**config.mk**
```make
export PLATFORM = sky130hd
export DESIGN_NAME = fsk_pulse_burst_modulator_top_flat
export DESIGN_NICKNAME = d
export VERILOG_FILES = /design/src/hw/rtl/fpbm_pkg.sv /design/src/hw/rtl/fpbm_in_if.sv /design/src/hw/rtl/fpbm_out_if.sv /design/src/hw/rtl/fpbm_cfg_if.sv /design/src/hw/rtl/fpbm_cfg_regs.sv /design/src/hw/rtl/fpbm_in_stage.sv /design/src/hw/rtl/fpbm_core.sv /design/src/hw/rtl/fsk_pulse_burst_modulator_top.sv /design/src/flat_wrapper.sv
export SDC_FILE = /design/constraint.sdc
export NUM_CORES = 1
export LEC_CHECK = 0
export ABC_AREA = 1
export BUFFER_PORTS_ARGS = -buffer_cell sky130_fd_sc_hd__buf_4
export CELL_PAD_IN_SITES_DETAIL_PLACEMENT = 1
export CELL_PAD_IN_SITES_GLOBAL_PLACEMENT = 2
export CORE_ASPECT_RATIO = 1.2
export CORE_MARGIN = 10
export CORE_UTILIZATION = 38
export CTS_CLUSTER_SIZE = 14
export DETAILED_ROUTE_END_ITERATION = 10
export GPL_ROUTABILITY_DRIVEN = 0
export PLACE_DENSITY_LB_ADDON = 0.1
export SYNTH_ARGS = -nofsm -noshare
export SYNTH_HDL_FRONTEND = slang
export SYNTH_SLANG_ARGS = --single-unit
```
**constraint.sdc**
```tcl
create_clock -name clk -period 9 [get_ports clk]
set_clock_uncertainty 0.1 [all_clocks]
set_input_delay 0.45 -clock clk [delete_from_list [all_inputs] [get_ports clk]]
set_output_delay 0.45 -clock clk [all_outputs]
set_load 0.01 [all_outputs]
```
**src/hw/rtl/fpbm_pkg.sv**
```systemverilog
// Package for the FSK pulse-burst modulator.
// Holds command and register codes, reset values and the shared structs.
// Used by every other file of the block but fpbm_out_if; depends on nothing.
`timescale 1ns / 1ps

package fpbm_pkg;

  localparam int unsigned CFG_IDX_W  = 3;
  localparam int unsigned CFG_DATA_W = 16;
  localparam int unsigned DATA_W     = 8;
  localparam int unsigned CFG_TIME_W = 16;
  localparam int unsigned CFG_CNT_W  = 8;

  typedef enum logic {
    CMD_LOAD = 1'b0,
    CMD_TICK = 1'b1
  } cmd_e_t;

  typedef enum logic [CFG_IDX_W-1:0] {
    CFG_PERIOD_ONE  = 3'd0,
    CFG_DUTY_ONE    = 3'd1,
    CFG_PULSES_ONE  = 3'd2,
    CFG_PERIOD_ZERO = 3'd3,
    CFG_DUTY_ZERO   = 3'd4,
    CFG_PULSES_ZERO = 3'd5
  } cfg_idx_e_t;

  localparam logic [CFG_TIME_W-1:0] RST_PERIOD_ONE  = 16'd76;
  localparam logic [CFG_TIME_W-1:0] RST_DUTY_ONE    = 16'd38;
  localparam logic [CFG_CNT_W-1:0]  RST_PULSES_ONE  = 8'd11;
  localparam logic [CFG_TIME_W-1:0] RST_PERIOD_ZERO = 16'd58;
  localparam logic [CFG_TIME_W-1:0] RST_DUTY_ZERO   = 16'd29;
  localparam logic [CFG_CNT_W-1:0]  RST_PULSES_ZERO = 8'd14;

  typedef struct packed {
    logic [CFG_TIME_W-1:0] period_one;
    logic [CFG_TIME_W-1:0] duty_one;
    logic [CFG_CNT_W-1:0]  pulses_one;
    logic [CFG_TIME_W-1:0] period_zero;
    logic [CFG_TIME_W-1:0] duty_zero;
    logic [CFG_CNT_W-1:0]  pulses_zero;
  } cfg_regs_t;

  typedef struct packed {
    logic              cmd;
    logic [DATA_W-1:0] data_byte;
  } in_item_t;

endpackage

```
**src/hw/rtl/fpbm_in_if.sv**
```systemverilog
// Input channel of the FSK pulse-burst modulator.
// Carries valid, ready and the command item; uses fpbm_pkg widths.
`timescale 1ns / 1ps

interface fpbm_in_if;
  logic                        valid;
  logic                        ready;
  logic                        cmd;
  logic [fpbm_pkg::DATA_W-1:0] data_byte;

  modport source (output valid, output cmd, output data_byte, input ready);
  modport sink   (input valid, input cmd, input data_byte, output ready);
endinterface

```
**src/hw/rtl/fpbm_out_if.sv**
```systemverilog
// Result channel of the FSK pulse-burst modulator.
// Carries valid, ready and the four status bits of one result item.
`timescale 1ns / 1ps

interface fpbm_out_if;
  logic valid;
  logic ready;
  logic pin_level;
  logic busy_res;
  logic accepted;
  logic byte_done;

  modport source (output valid, output pin_level, output busy_res,
                  output accepted, output byte_done, input ready);
  modport sink   (input valid, input pin_level, input busy_res,
                  input accepted, input byte_done, output ready);
endinterface

```
**src/hw/rtl/fpbm_cfg_if.sv**
```systemverilog
// Configuration write channel of the FSK pulse-burst modulator.
// Carries valid, ready, a register index and write data; uses fpbm_pkg widths.
`timescale 1ns / 1ps

interface fpbm_cfg_if;
  logic                            valid;
  logic                            ready;
  logic [fpbm_pkg::CFG_IDX_W-1:0]  reg_index;
  logic [fpbm_pkg::CFG_DATA_W-1:0] wdata;

  modport source (output valid, output reg_index, output wdata, input ready);
  modport sink   (input valid, input reg_index, input wdata, output ready);
endinterface

```
**src/hw/rtl/fpbm_cfg_regs.sv**
```systemverilog
// Configuration register file of the FSK pulse-burst modulator.
// Depends on fpbm_pkg and fpbm_cfg_if.
`timescale 1ns / 1ps

module fpbm_cfg_regs (
  input  logic                clk,
  input  logic                rst_n,
  fpbm_cfg_if.sink            cfg_chan,
  output fpbm_pkg::cfg_regs_t cfg_o
);

  fpbm_pkg::cfg_regs_t cfg_r;
  fpbm_pkg::cfg_regs_t cfg_nxt;

  assign cfg_chan.ready = 1'b1;
  assign cfg_o          = cfg_r;

  always_comb begin
    cfg_nxt = cfg_r;
    if (cfg_chan.valid) begin
      case (cfg_chan.reg_index)
        fpbm_pkg::CFG_PERIOD_ONE:  cfg_nxt.period_one  = cfg_chan.wdata;
        fpbm_pkg::CFG_DUTY_ONE:    cfg_nxt.duty_one    = cfg_chan.wdata;
        fpbm_pkg::CFG_PULSES_ONE:
          cfg_nxt.pulses_one = cfg_chan.wdata[fpbm_pkg::CFG_CNT_W-1:0];
        fpbm_pkg::CFG_PERIOD_ZERO: cfg_nxt.period_zero = cfg_chan.wdata;
        fpbm_pkg::CFG_DUTY_ZERO:   cfg_nxt.duty_zero   = cfg_chan.wdata;
        fpbm_pkg::CFG_PULSES_ZERO:
          cfg_nxt.pulses_zero = cfg_chan.wdata[fpbm_pkg::CFG_CNT_W-1:0];
        default: cfg_nxt = cfg_r;
      endcase
    end
  end

  always_ff @(posedge clk) begin
    if (!rst_n) begin
      cfg_r.period_one  <= fpbm_pkg::RST_PERIOD_ONE;
      cfg_r.duty_one    <= fpbm_pkg::RST_DUTY_ONE;
      cfg_r.pulses_one  <= fpbm_pkg::RST_PULSES_ONE;
      cfg_r.period_zero <= fpbm_pkg::RST_PERIOD_ZERO;
      cfg_r.duty_zero   <= fpbm_pkg::RST_DUTY_ZERO;
      cfg_r.pulses_zero <= fpbm_pkg::RST_PULSES_ZERO;
    end else begin
      cfg_r <= cfg_nxt;
    end
  end

endmodule

```
**src/hw/rtl/fpbm_in_stage.sv**
```systemverilog
// Input register of the FSK pulse-burst modulator.
// Holds one accepted item until the core takes it; depends on fpbm_pkg and fpbm_in_if.
`timescale 1ns / 1ps

module fpbm_in_stage (
  input  logic               clk,
  input  logic               rst_n,
  fpbm_in_if.sink            in_chan,
  input  logic               take_i,
  output logic               item_valid_o,
  output fpbm_pkg::in_item_t item_o
);

  logic               valid_r;
  logic               valid_nxt;
  fpbm_pkg::in_item_t item_r;
  logic               load;

  assign in_chan.ready = !valid_r || take_i;
  assign load          = in_chan.valid && in_chan.ready;
  assign valid_nxt     = load || (valid_r && !take_i);
  assign item_valid_o  = valid_r;
  assign item_o        = item_r;

  always_ff @(posedge clk) begin
    if (!rst_n) begin
      valid_r <= 1'b0;
    end else begin
      valid_r <= valid_nxt;
    end
  end

  always_ff @(posedge clk) begin
    if (load) begin
      item_r.cmd       <= in_chan.cmd;
      item_r.data_byte <= in_chan.data_byte;
    end
  end

endmodule

```
**src/hw/rtl/fpbm_core.sv**
```systemverilog
// Modulator state and result register of the FSK pulse-burst modulator.
// Updates symbol, bit, period and tick counters per item; depends on fpbm_pkg, fpbm_out_if.
`timescale 1ns / 1ps

module fpbm_core #(
  parameter int unsigned BITS_PER_SYMBOL = 8,
  parameter int unsigned TIMER_WIDTH     = 16
) (
  input  logic                clk,
  input  logic                rst_n,
  input  fpbm_pkg::cfg_regs_t cfg_i,
  input  logic                item_valid_i,
  input  fpbm_pkg::in_item_t  item_i,
  output logic                take_o,
  fpbm_out_if.source          out_chan
);

  localparam int unsigned BL_W = $clog2(BITS_PER_SYMBOL + 1);
  localparam int unsigned CW   = fpbm_pkg::CFG_CNT_W;

  logic [BITS_PER_SYMBOL-1:0] shift_r, shift_nxt;
  logic [BL_W-1:0]            bits_left_r, bits_left_nxt;
  logic [CW-1:0]              pulse_r, pulse_nxt;
  logic [TIMER_WIDTH-1:0]     tick_r, tick_nxt;
  logic                       sending_r, sending_nxt;

  logic                       out_valid_r, out_valid_nxt;
  logic                       pin_nxt, accepted_nxt, done_nxt;
  logic                       pin_r, busy_r, accepted_r, done_r;

  logic                       cur_one;
  logic [TIMER_WIDTH-1:0]     top;
  logic [CW-1:0]              need;
  logic [CW-1:0]              pulse_inc;
  logic [TIMER_WIDTH-1:0]     duty_nxt;

  assign take_o   = item_valid_i && (!out_valid_r || out_chan.ready);
  assign cur_one  = shift_r[BITS_PER_SYMBOL-1];
  assign top      = cur_one ? TIMER_WIDTH'(cfg_i.period_one) : TIMER_WIDTH'(cfg_i.period_zero);
  assign need     = cur_one ? cfg_i.pulses_one : cfg_i.pulses_zero;
  assign pulse_inc = pulse_r + CW'(1);

  always_comb begin
    shift_nxt     = shift_r;
    bits_left_nxt = bits_left_r;
    pulse_nxt     = pulse_r;
    tick_nxt      = tick_r;
    sending_nxt   = sending_r;
    accepted_nxt  = 1'b0;
    done_nxt      = 1'b0;
    if (item_i.cmd == fpbm_pkg::CMD_LOAD) begin
      if (!sending_r) begin
        shift_nxt     = BITS_PER_SYMBOL'(item_i.data_byte);
        bits_left_nxt = BL_W'(BITS_PER_SYMBOL);
        pulse_nxt     = '0;
        tick_nxt      = '0;
        sending_nxt   = 1'b1;
        accepted_nxt  = 1'b1;
      end
    end else if (sending_r) begin
      if (tick_r == top) begin
        tick_nxt  = '0;
        pulse_nxt = pulse_inc;
        if (pulse_inc == need) begin
          pulse_nxt     = '0;
          shift_nxt     = shift_r << 1;
          bits_left_nxt = bits_left_r - BL_W'(1);
          if (bits_left_r == BL_W'(1)) begin
            sending_nxt = 1'b0;
            done_nxt    = 1'b1;
          end
        end
      end else begin
        tick_nxt = tick_r + TIMER_WIDTH'(1);
      end
    end
  end

  assign duty_nxt = shift_nxt[BITS_PER_SYMBOL-1] ? TIMER_WIDTH'(cfg_i.duty_one)
                                                  : TIMER_WIDTH'(cfg_i.duty_zero);
  assign pin_nxt  = sending_nxt && (tick_nxt < duty_nxt);

  assign out_valid_nxt = take_o || (out_valid_r && !out_chan.ready);

  always_ff @(posedge clk) begin
    if (!rst_n) begin
      shift_r     <= '0;
      bits_left_r <= '0;
      pulse_r     <= '0;
      tick_r      <= '0;
      sending_r   <= 1'b0;
      out_valid_r <= 1'b0;
    end else begin
      out_valid_r <= out_valid_nxt;
      if (take_o) begin
        shift_r     <= shift_nxt;
        bits_left_r <= bits_left_nxt;
        pulse_r     <= pulse_nxt;
        tick_r      <= tick_nxt;
        sending_r   <= sending_nxt;
      end
    end
  end

  always_ff @(posedge clk) begin
    if (take_o) begin
      pin_r      <= pin_nxt;
      busy_r     <= sending_nxt;
      accepted_r <= accepted_nxt;
      done_r     <= done_nxt;
    end
  end

  assign out_chan.valid     = out_valid_r;
  assign out_chan.pin_level = pin_r;
  assign out_chan.busy_res  = busy_r;
  assign out_chan.accepted  = accepted_r;
  assign out_chan.byte_done = done_r;

endmodule

```
**src/hw/rtl/fsk_pulse_burst_modulator_top.sv**
```systemverilog
// FSK pulse-burst modulator: takes one item per clock unless out_chan.ready holds the result
// back, and returns one result item for each. A load item starts a symbol that is sent MSB
// first; each tick item advances the pulse timer one step and reports the pin level. Each
// result passes through the input register and the result register; the core updates the
// symbol, period and tick counters once per item. The input register lets one new item enter
// while a finished result still waits. Configuration writes are never stalled; indexes past
// the last register are ignored.
// Depends on fpbm_pkg, the three channel interfaces, fpbm_cfg_regs, fpbm_in_stage, fpbm_core.
`timescale 1ns / 1ps

module fsk_pulse_burst_modulator_top #(
  parameter int unsigned BITS_PER_SYMBOL = 8,
  parameter int unsigned TIMER_WIDTH     = 16
) (
  input  logic       clk,
  input  logic       rst_n,
  fpbm_in_if.sink    in_chan,
  fpbm_out_if.source out_chan,
  fpbm_cfg_if.sink   cfg_chan
);

  fpbm_pkg::cfg_regs_t cfg;
  fpbm_pkg::in_item_t  item;
  logic                item_valid;
  logic                take;

  fpbm_cfg_regs u_cfg_regs (
    .clk      (clk),
    .rst_n    (rst_n),
    .cfg_chan (cfg_chan),
    .cfg_o    (cfg)
  );

  fpbm_in_stage u_in_stage (
    .clk          (clk),
    .rst_n        (rst_n),
    .in_chan      (in_chan),
    .take_i       (take),
    .item_valid_o (item_valid),
    .item_o       (item)
  );

  fpbm_core #(
    .BITS_PER_SYMBOL (BITS_PER_SYMBOL),
    .TIMER_WIDTH     (TIMER_WIDTH)
  ) u_core (
    .clk          (clk),
    .rst_n        (rst_n),
    .cfg_i        (cfg),
    .item_valid_i (item_valid),
    .item_i       (item),
    .take_o       (take),
    .out_chan     (out_chan)
  );

endmodule

```
**src/flat_wrapper.sv**
```systemverilog
// flat-port wrapper written by rule: the top's interface ports become plain ports
module fsk_pulse_burst_modulator_top_flat 
#(
  parameter int unsigned BITS_PER_SYMBOL = 8,
  parameter int unsigned TIMER_WIDTH     = 16
)
  (clk, rst_n, in_chan_valid, in_chan_cmd, in_chan_data_byte, in_chan_ready, out_chan_valid, out_chan_pin_level, out_chan_busy_res, out_chan_accepted, out_chan_byte_done, out_chan_ready, cfg_chan_valid, cfg_chan_reg_index, cfg_chan_wdata, cfg_chan_ready);
  fpbm_in_if in_chan_i ();
  fpbm_out_if out_chan_i ();
  fpbm_cfg_if cfg_chan_i ();
  input  logic clk;
  input  logic rst_n;
  input wire logic [$bits(in_chan_i.valid)-1:0] in_chan_valid;
  input wire logic [$bits(in_chan_i.cmd)-1:0] in_chan_cmd;
  input wire logic [$bits(in_chan_i.data_byte)-1:0] in_chan_data_byte;
  output wire logic [$bits(in_chan_i.ready)-1:0] in_chan_ready;
  output wire logic [$bits(out_chan_i.valid)-1:0] out_chan_valid;
  output wire logic [$bits(out_chan_i.pin_level)-1:0] out_chan_pin_level;
  output wire logic [$bits(out_chan_i.busy_res)-1:0] out_chan_busy_res;
  output wire logic [$bits(out_chan_i.accepted)-1:0] out_chan_accepted;
  output wire logic [$bits(out_chan_i.byte_done)-1:0] out_chan_byte_done;
  input wire logic [$bits(out_chan_i.ready)-1:0] out_chan_ready;
  input wire logic [$bits(cfg_chan_i.valid)-1:0] cfg_chan_valid;
  input wire logic [$bits(cfg_chan_i.reg_index)-1:0] cfg_chan_reg_index;
  input wire logic [$bits(cfg_chan_i.wdata)-1:0] cfg_chan_wdata;
  output wire logic [$bits(cfg_chan_i.ready)-1:0] cfg_chan_ready;
  assign in_chan_i.valid = in_chan_valid;
  assign in_chan_i.cmd = in_chan_cmd;
  assign in_chan_i.data_byte = in_chan_data_byte;
  assign in_chan_ready = in_chan_i.ready;
  assign out_chan_valid = out_chan_i.valid;
  assign out_chan_pin_level = out_chan_i.pin_level;
  assign out_chan_busy_res = out_chan_i.busy_res;
  assign out_chan_accepted = out_chan_i.accepted;
  assign out_chan_byte_done = out_chan_i.byte_done;
  assign out_chan_i.ready = out_chan_ready;
  assign cfg_chan_i.valid = cfg_chan_valid;
  assign cfg_chan_i.reg_index = cfg_chan_reg_index;
  assign cfg_chan_i.wdata = cfg_chan_wdata;
  assign cfg_chan_ready = cfg_chan_i.ready;
  fsk_pulse_burst_modulator_top #(.BITS_PER_SYMBOL(BITS_PER_SYMBOL), .TIMER_WIDTH(TIMER_WIDTH)) u_core (.clk(clk), .rst_n(rst_n), .in_chan(in_chan_i), .out_chan(out_chan_i), .cfg_chan(cfg_chan_i));
endmodule
```
Word-level counts from Yosys, hierarchy flattened

Cells that the tools add are included.

$add $sub $neg: 3
Magnitude comparators: 1
Equality and inequality tests: 12
Multiplexer cells: 29
Reductions and logical operators: 23

Operators with widths:

| kind                                                                | number |
|---|---|
| 16-bit 2-to-1 mux                                                   | 6 |
| 8-bit 2-to-1 mux                                                    | 11 |
| 4-bit 2-to-1 mux                                                    | 5 |
| 16-bit by 1-bit adder with 16-bit output (second input constant)    | 1 |
| 16-bit == test                                                      | 1 |
| 16-bit less-than comparator                                         | 1 |
| 2-bit AND reduction                                                 | 6 |
| 8-bit by 1-bit adder with 8-bit output (second input constant)      | 1 |
| 8-bit == test                                                       | 1 |
| 4-bit AND reduction                                                 | 2 |
| 1-bit 2-to-1 mux                                                    | 7 |
| 3-bit by 2-bit == test with 1-bit output (second input constant)    | 2 |
| 3-bit == test (second input constant)                               | 2 |
| 2-bit != test (second input constant)                               | 3 |
| 1-bit logical AND                                                   | 5 |
| 5-bit AND reduction                                                 | 1 |
| 4-bit by 1-bit == test with 1-bit output (second input constant)    | 1 |
| 1-bit logical NOT                                                   | 4 |
| 1-bit logical OR                                                    | 4 |
| 4-bit by 1-bit subtractor with 4-bit output (second input constant) | 1 |
| 3-bit by 1-bit == test with 1-bit output (second input constant)    | 1 |
| 3-bit logical NOT                                                   | 1 |
| 2-bit by 1-bit != test with 1-bit output (second input constant)    | 1 |

Flip-flop bits (word level): 132
Input bits: 33
Output and inout bits: 7
Word-level logic and storage cells: 88

Depth between registers and ports, before layout

Depth after elaboration: 9
Mapped depth: 24
Depth with buffers taken out: 23

Modules after synthesis

Synthesis repeated with hierarchy kept, for this count alone.

Cells, all modules: 1,041
Area, all modules: 7,038.0 um^2

Modules (own cells, without submodules):

| module        | instances | cells each | area an instance (um^2) | sequential area each (um^2) |
|---|---|---|---|---|
| fpbm_core     | 1         | 575        | 3,519.6                 | 880.8 |
| fpbm_cfg_regs | 1         | 450        | 3,196.8                 | 1,601.5 |
| fpbm_in_stage | 1         | 16         | 321.6                   | 290.3 |

Worst setup path before layout

Ideal clock, no wire load.

Kind: reg2reg
Start point: register u_core.u_core.pulse_r[0]
End point: register u_core.u_core.pin_r, in the netlist u_core.u_core.out_chan.pin_level, data pin
Setup time: 0.141 ns
Arrival: 2.923 ns
Required time: 8.759 ns
Slack: 5.836 ns
Stages on the path, launching flop included: 20
Buffers on the path: 1
Period minus slack after synthesis: 3.164 ns
Path through: dfxtp_1 ha_1 nand3_1 o21ai_0 nand2_1 nand2_1 nand3_1 nor2_4 nand2_1 nand2_1 nand3_2 nand2_4 buf_4 mux2i_1 ha_1 a21oi_1 nor2_1 a211oi_1 o211ai_1 a21oi_2

Longest elaborated chain between the ends: 9
Elaborated cells between the ends (all ways): 13
Those cells by class: add/sub: 1; order compare: 1; eq/ne: 1; mux: 9; reduce/logical: 1

Ends and longest elaborated chain:

| item                                       | RTL line         | source |
|---|---|---|
| start: declaration                         | fpbm_core.sv:23  | `logic [CW-1:0] pulse_r, pulse_nxt;` |
| start signal: assignment                   | fpbm_core.sv:98  | `pulse_r <= pulse_nxt;` |
| 8-bit by 1-bit adder with 8-bit output (*) | fpbm_core.sv:41  | `assign pulse_inc = pulse_r + CW'(1);` |
| 8-bit == test (*)                          | fpbm_core.sv:64  | `if (pulse_inc == need) begin` |
| 8-bit 2-to-1 mux                           | fpbm_core.sv:64  |  |
| 8-bit 2-to-1 mux                           | fpbm_core.sv:61  | `if (tick_r == top) begin` |
| 8-bit 2-to-1 mux                           | fpbm_core.sv:60  | `end else if (sending_r) begin` |
| 8-bit 2-to-1 mux                           | fpbm_core.sv:51  | `if (item_i.cmd == fpbm_pkg::CMD_LOAD) begin` |
| 16-bit 2-to-1 mux                          | fpbm_core.sv:79  | `assign duty_nxt = shift_nxt[BITS_PER_SYMBOL-1] ? TIMER_WIDTH'(cfg_i.duty_one)` |
| 16-bit less-than comparator                | fpbm_core.sv:81  | `assign pin_nxt = sending_nxt && (tick_nxt < duty_nxt);` |
| 1-bit logical AND (*)                      | fpbm_core.sv:81  |  |
| net u_core.u_core.pin_nxt                  | fpbm_core.sv:28  | `logic pin_nxt, accepted_nxt, done_nxt;` |
| end signal: assignment                     | fpbm_core.sv:107 | `pin_r <= pin_nxt;` |
| end: declaration                           | fpbm_core.sv:29  | `logic pin_r, busy_r, accepted_r, done_r;` |

Mark *: on every way through the listed nets, which the timed path passes. The rest lies on a longest branch. The select of a mux whose other input is x is not followed.
A chain may end at the register's enable or synchronous reset.

Worst setup path in the final report

Start point: register u_core.u_core.shift_r[7]
End point: register u_core.u_core.pin_r, in the netlist u_core.u_core.out_chan.pin_level, data pin

Longest elaborated chain between the ends: 9
Elaborated cells between the ends (all ways): 19
Those cells by class: order compare: 1; eq/ne: 2; mux: 15; reduce/logical: 1

Ends and longest elaborated chain:

| item                        | RTL line        | source |
|---|---|---|
| start: declaration          | fpbm_core.sv:21 | `logic [BITS_PER_SYMBOL-1:0] shift_r, shift_nxt;` |
| start signal: assignment    | fpbm_core.sv:96 | `shift_r <= shift_nxt;` |
| 8-bit 2-to-1 mux            | fpbm_core.sv:40 | `assign need = cur_one ? cfg_i.pulses_one : cfg_i.pulses_zero;` |
| 8-bit == test               | fpbm_core.sv:64 |  |
| 8-bit 2-to-1 mux            | fpbm_core.sv:64 |  |
| 8-bit 2-to-1 mux            | fpbm_core.sv:61 |  |
| 8-bit 2-to-1 mux            | fpbm_core.sv:60 |  |
| 8-bit 2-to-1 mux            | fpbm_core.sv:51 |  |
| 16-bit 2-to-1 mux           | fpbm_core.sv:79 |  |
| 16-bit less-than comparator | fpbm_core.sv:81 |  |
| 1-bit logical AND (*)       | fpbm_core.sv:81 |  |
| net u_core.u_core.pin_nxt   | fpbm_core.sv:28 |  |

Marks and branches as above.

==> results_dict.tcl <==
set metrics [dict create \
    outcome "complete, no violations" \
    yosysWarnings 0 \
    clkSinkCount 132 \
    synthToLayoutAreaGrowth_pct 14.8 \
    critPathMaxFanout 28 \
    avgRoutedWirePerCell_um 18.0 \
    die_w_um 141 \
    hold_violations 0 \
    antenna_found_initial 0 \
    syn-num-nets 1008 \
    crit_path_frequent_cell "nand2_1" \
    maxCapViolations 0 \
    vias 6342 \
    final_common_cell "nand2_1" \
    hpwl_um 16400 \
    final_cell_mix "210 x nand2_1, 140 x nor2_1, 119 x dfxtp_1" \
    clkTransAtPathRegs_ps 60 \
    dr.pass1.iters 4 \
    r2r_start "u_core.u_core.shift_r[7]$_SDFFE_PN0P_" \
    cts_made_buffers 17 \
    clk_path_buf_depth 2 \
    drive_gt1_share_pct 9.68 \
    cp_top_family "simple AND/OR/NAND/NOR gates" \
    rsz0062_at_grt "no" \
    fin_setup_tns_ps 0 \
    hp-start "in_chan_data_byte[3]" \
    cp-end-kind "flip-flop" \
    setup_viol 0 \
    globalRouteOverflowTotal 0 \
    fin_total_pwr_uw 1510 \
    core_area_um2 17400 \
    pwr_density_cell_nw_per_um2 195 \
    avgSynthCellArea_um2 7.04 \
    ctsResizeCount 0 \
    critPathKind "flip-flop to flip-flop" \
    slew_headroom_pct 25.1 \
    cts-root-buf "clkbuf_16" \
    cts_hold_buf 0 \
    start_kind "flip-flop" \
    synth-async-reset-ratio_pct 0 \
    p_leak_uw 0.00355 \
    tritoncts "yes" \
    nFillCells 2197 \
    multi_input_area_um2 3380 \
    drtIter0Drc 260 \
    crit_buf_inv 1 \
    hold_depth 1 \
    syn_area_um2 6720 \
    hold_class "primary input to flip-flop" \
    grt_use_total_pct 18.6 \
    ir_drop_uv 134 \
    cts_max_level 4 \
    utilization_pct 44.2 \
    fin_crit_sh_pct 42.7 \
    yosysSeqAreaShare_pct 41.3 \
    cpPeakStageDelay_ps 350 \
    io_pins 40 \
    die_area_um2 23400 \
    hold_path_end "u_core.u_in_stage.item_o[3]$_DFFE_PP_" \
    synth-edff-count 13 \
    crit_slowest_cell "dfxtp_1" \
    num_antenna_cells 0 \
    floorplan.initialDensity_pct 38.5 \
    r2r_slack_ps 5160 \
    io_buffer_count 38 \
    tightest_slew_ps 1120 \
    die_h_um 166 \
    grt_max_degree 89 \
    rows 53 \
    finalNetCount 1032 \
    grt_pass1_wl_um 35300 \
    min_period_ps 3840 \
    grt_pass1_vias 6739 \
    reg2reg_to "u_core.u_core.out_chan.pin_level$_DFFE_PP_" \
    worstSkewPairLatency_ps 430 \
    synthCells 955 \
    worstRegToRegCells 20 \
    required_ps 9170 \
    ys_ff_latch 132 \
    crit_chain "buf_4, nand2_1, nand3_1, nand2_1, nor2_1, nand2_1, nor2_2, nand2_2, nor2_4, nand2_1, nand2_1, nand3_2, nand2_4, mux2i_1, ha_1, nand2_1, nor2_1, a211oi_1, o211ai_1, a21oi_2" \
    slew_viol_final 0 \
    wl_um 21800 \
    cp.arrival_ps 4020 \
    via_per_inst 5.23 \
    synth_ff_type "dfxtp_1" \
    detail-route-antenna-nets 0 \
    route.detailed.drc 0 \
    timing.fmax_ghz 0.260 \
    postCtsSetupBuffers 0 \
    register_area_um2 2770 \
    synth.distinct_cells 41 \
]
per-stage QoR:
step	hold WS [ps]	instances	setup WS, ps	instance area [um^2]
2_1_floorplan	328	955	5840	6720
5_1_grt	94.0	1212	4870	7720
3_3_place_gp	338	1180	5200	7130
6_report	106	1212	5160	7720
3_5_place_dp	345	1180	5130	7130
4_1_cts	96.6	1212	5100	7720
worst register-to-register path, cell delays in order, from the launching register on:
cell and delay, ps:
dfxtp_1 350, buf_4 350, nand2_1 190, nand3_1 130
nand2_1 60, nor2_1 90, nand2_1 70, nor2_2 120
nand2_2 130, nor2_4 170, nand2_1 120, nand2_1 90
nand3_2 100, nand2_4 300, mux2i_1 350, ha_1 300
nand2_1 110, nor2_1 50, a211oi_1 190, o211ai_1 170
a21oi_2 170
state kept, by name, summed over array words and instances (netlist names):
signal,count
u_core.u_core.out_chan.valid,1
u_core.u_core.out_chan.busy_res,1
u_core.u_core.shift_r,8
u_core.u_in_stage.item_valid_o,1
u_core.u_core.out_chan.pin_level,1
u_core.u_in_stage.item_o,9
u_core.u_core.out_chan.accepted,1
u_core.u_core.tick_r,16
u_core.u_cfg_regs.cfg_o,80
u_core.u_core.pulse_r,8
u_core.u_core.out_chan.byte_done,1
u_core.u_core.sending_r,1
u_core.u_core.bits_left_r,4
metal layers:
| metal | routed length [um] | part of all wire, % | up-vias | track usage (%) |
|---|---|---|---|---|
| met2 | 11900 | 55 | 84 | 35.1 |
| met5 | 0 | 0 | - | 0 |
| met4 | 871 | 4.0 | 0 | 8.86 |
| met3 | 510 | 2.3 | 46 | 3.32 |
| met1 | 8500 | 39 | 3048 | 19.2 |
| li1 | - | - | 3164 | - |
synthesized netlist by cell type, types with 4 or more instances:
master	n	share of area, %
buf_4	5	0.56
nand2_2	10	0.93
o211ai_1	5	0.56
nor3_1	13	0.97
a211oi_1	4	0.45
o21ai_0	92	6.9
xor2_1	8	1.0
inv_1	95	5.3
ha_1	20	3.7
nor2_2	4	0.37
nand4_1	12	1.1
nand3_1	60	4.5
clkinv_1	4	0.22
mux2i_1	15	2.2
clkbuf_1	25	1.4
buf_2	5	0.37
edfxtp_1	13	5.8
nor2_1	140	7.8
nand2_1	210	12
a21oi_1	59	4.4
dfxtp_1	119	35
o22ai_1	12	1.1
worst max path at each step:
stage / depth (start not counted) / endpoint / start / slack [ps]
3_3_place_gp: 20 / u_core.u_core.out_chan.pin_level$_DFFE_PP_ / u_core.u_core.shift_r[7]$_SDFFE_PN0P_ / 5200
4_1_cts: 20 / u_core.u_core.out_chan.pin_level$_DFFE_PP_ / u_core.u_core.shift_r[7]$_SDFFE_PN0P_ / 5100
6_report: 20 / u_core.u_core.out_chan.pin_level$_DFFE_PP_ / u_core.u_core.shift_r[7]$_SDFFE_PN0P_ / 5160
2_1_floorplan: 19 / u_core.u_core.out_chan.pin_level$_DFFE_PP_ / u_core.u_core.pulse_r[0]$_SDFFE_PN0P_ / 5840
3_5_place_dp: 20 / u_core.u_core.out_chan.pin_level$_DFFE_PP_ / u_core.u_core.shift_r[7]$_SDFFE_PN0P_ / 5130
5_1_grt: 20 / u_core.u_core.out_chan.pin_level$_DFFE_PP_ / u_core.u_core.shift_r[7]$_SDFFE_PN0P_ / 4870
power by group:
group          internal [uW]  switching, uW  total, uW
clock                    408            292        700
combinational           57.8            113        171
sequential               618           17.9        636
total                   1080            423       1510
cell type report:
type                       instances  share of cell area (%)
multi-input combinational        684                    43.7
sequential                       132                    35.9
clock buffer                      20                    5.93
inverter                         101                    4.91
timing repair buffer              43                    4.18
tap                              220                    3.57
clock inverter                    12                    1.73
cell families after synthesis:
group / share of synthesized area [%]
xor gates and xnor gates: 1.17
buffers and inverters: 8.53
DFF: 41.3
adders and majority gates: 3.72
other: 0.0558
muxes: 2.23
and+or+nand+nor: 28.8
AOI/OAI and AO/OA: 14.2
No activity file was read; power rests on OpenSTA's default activity.
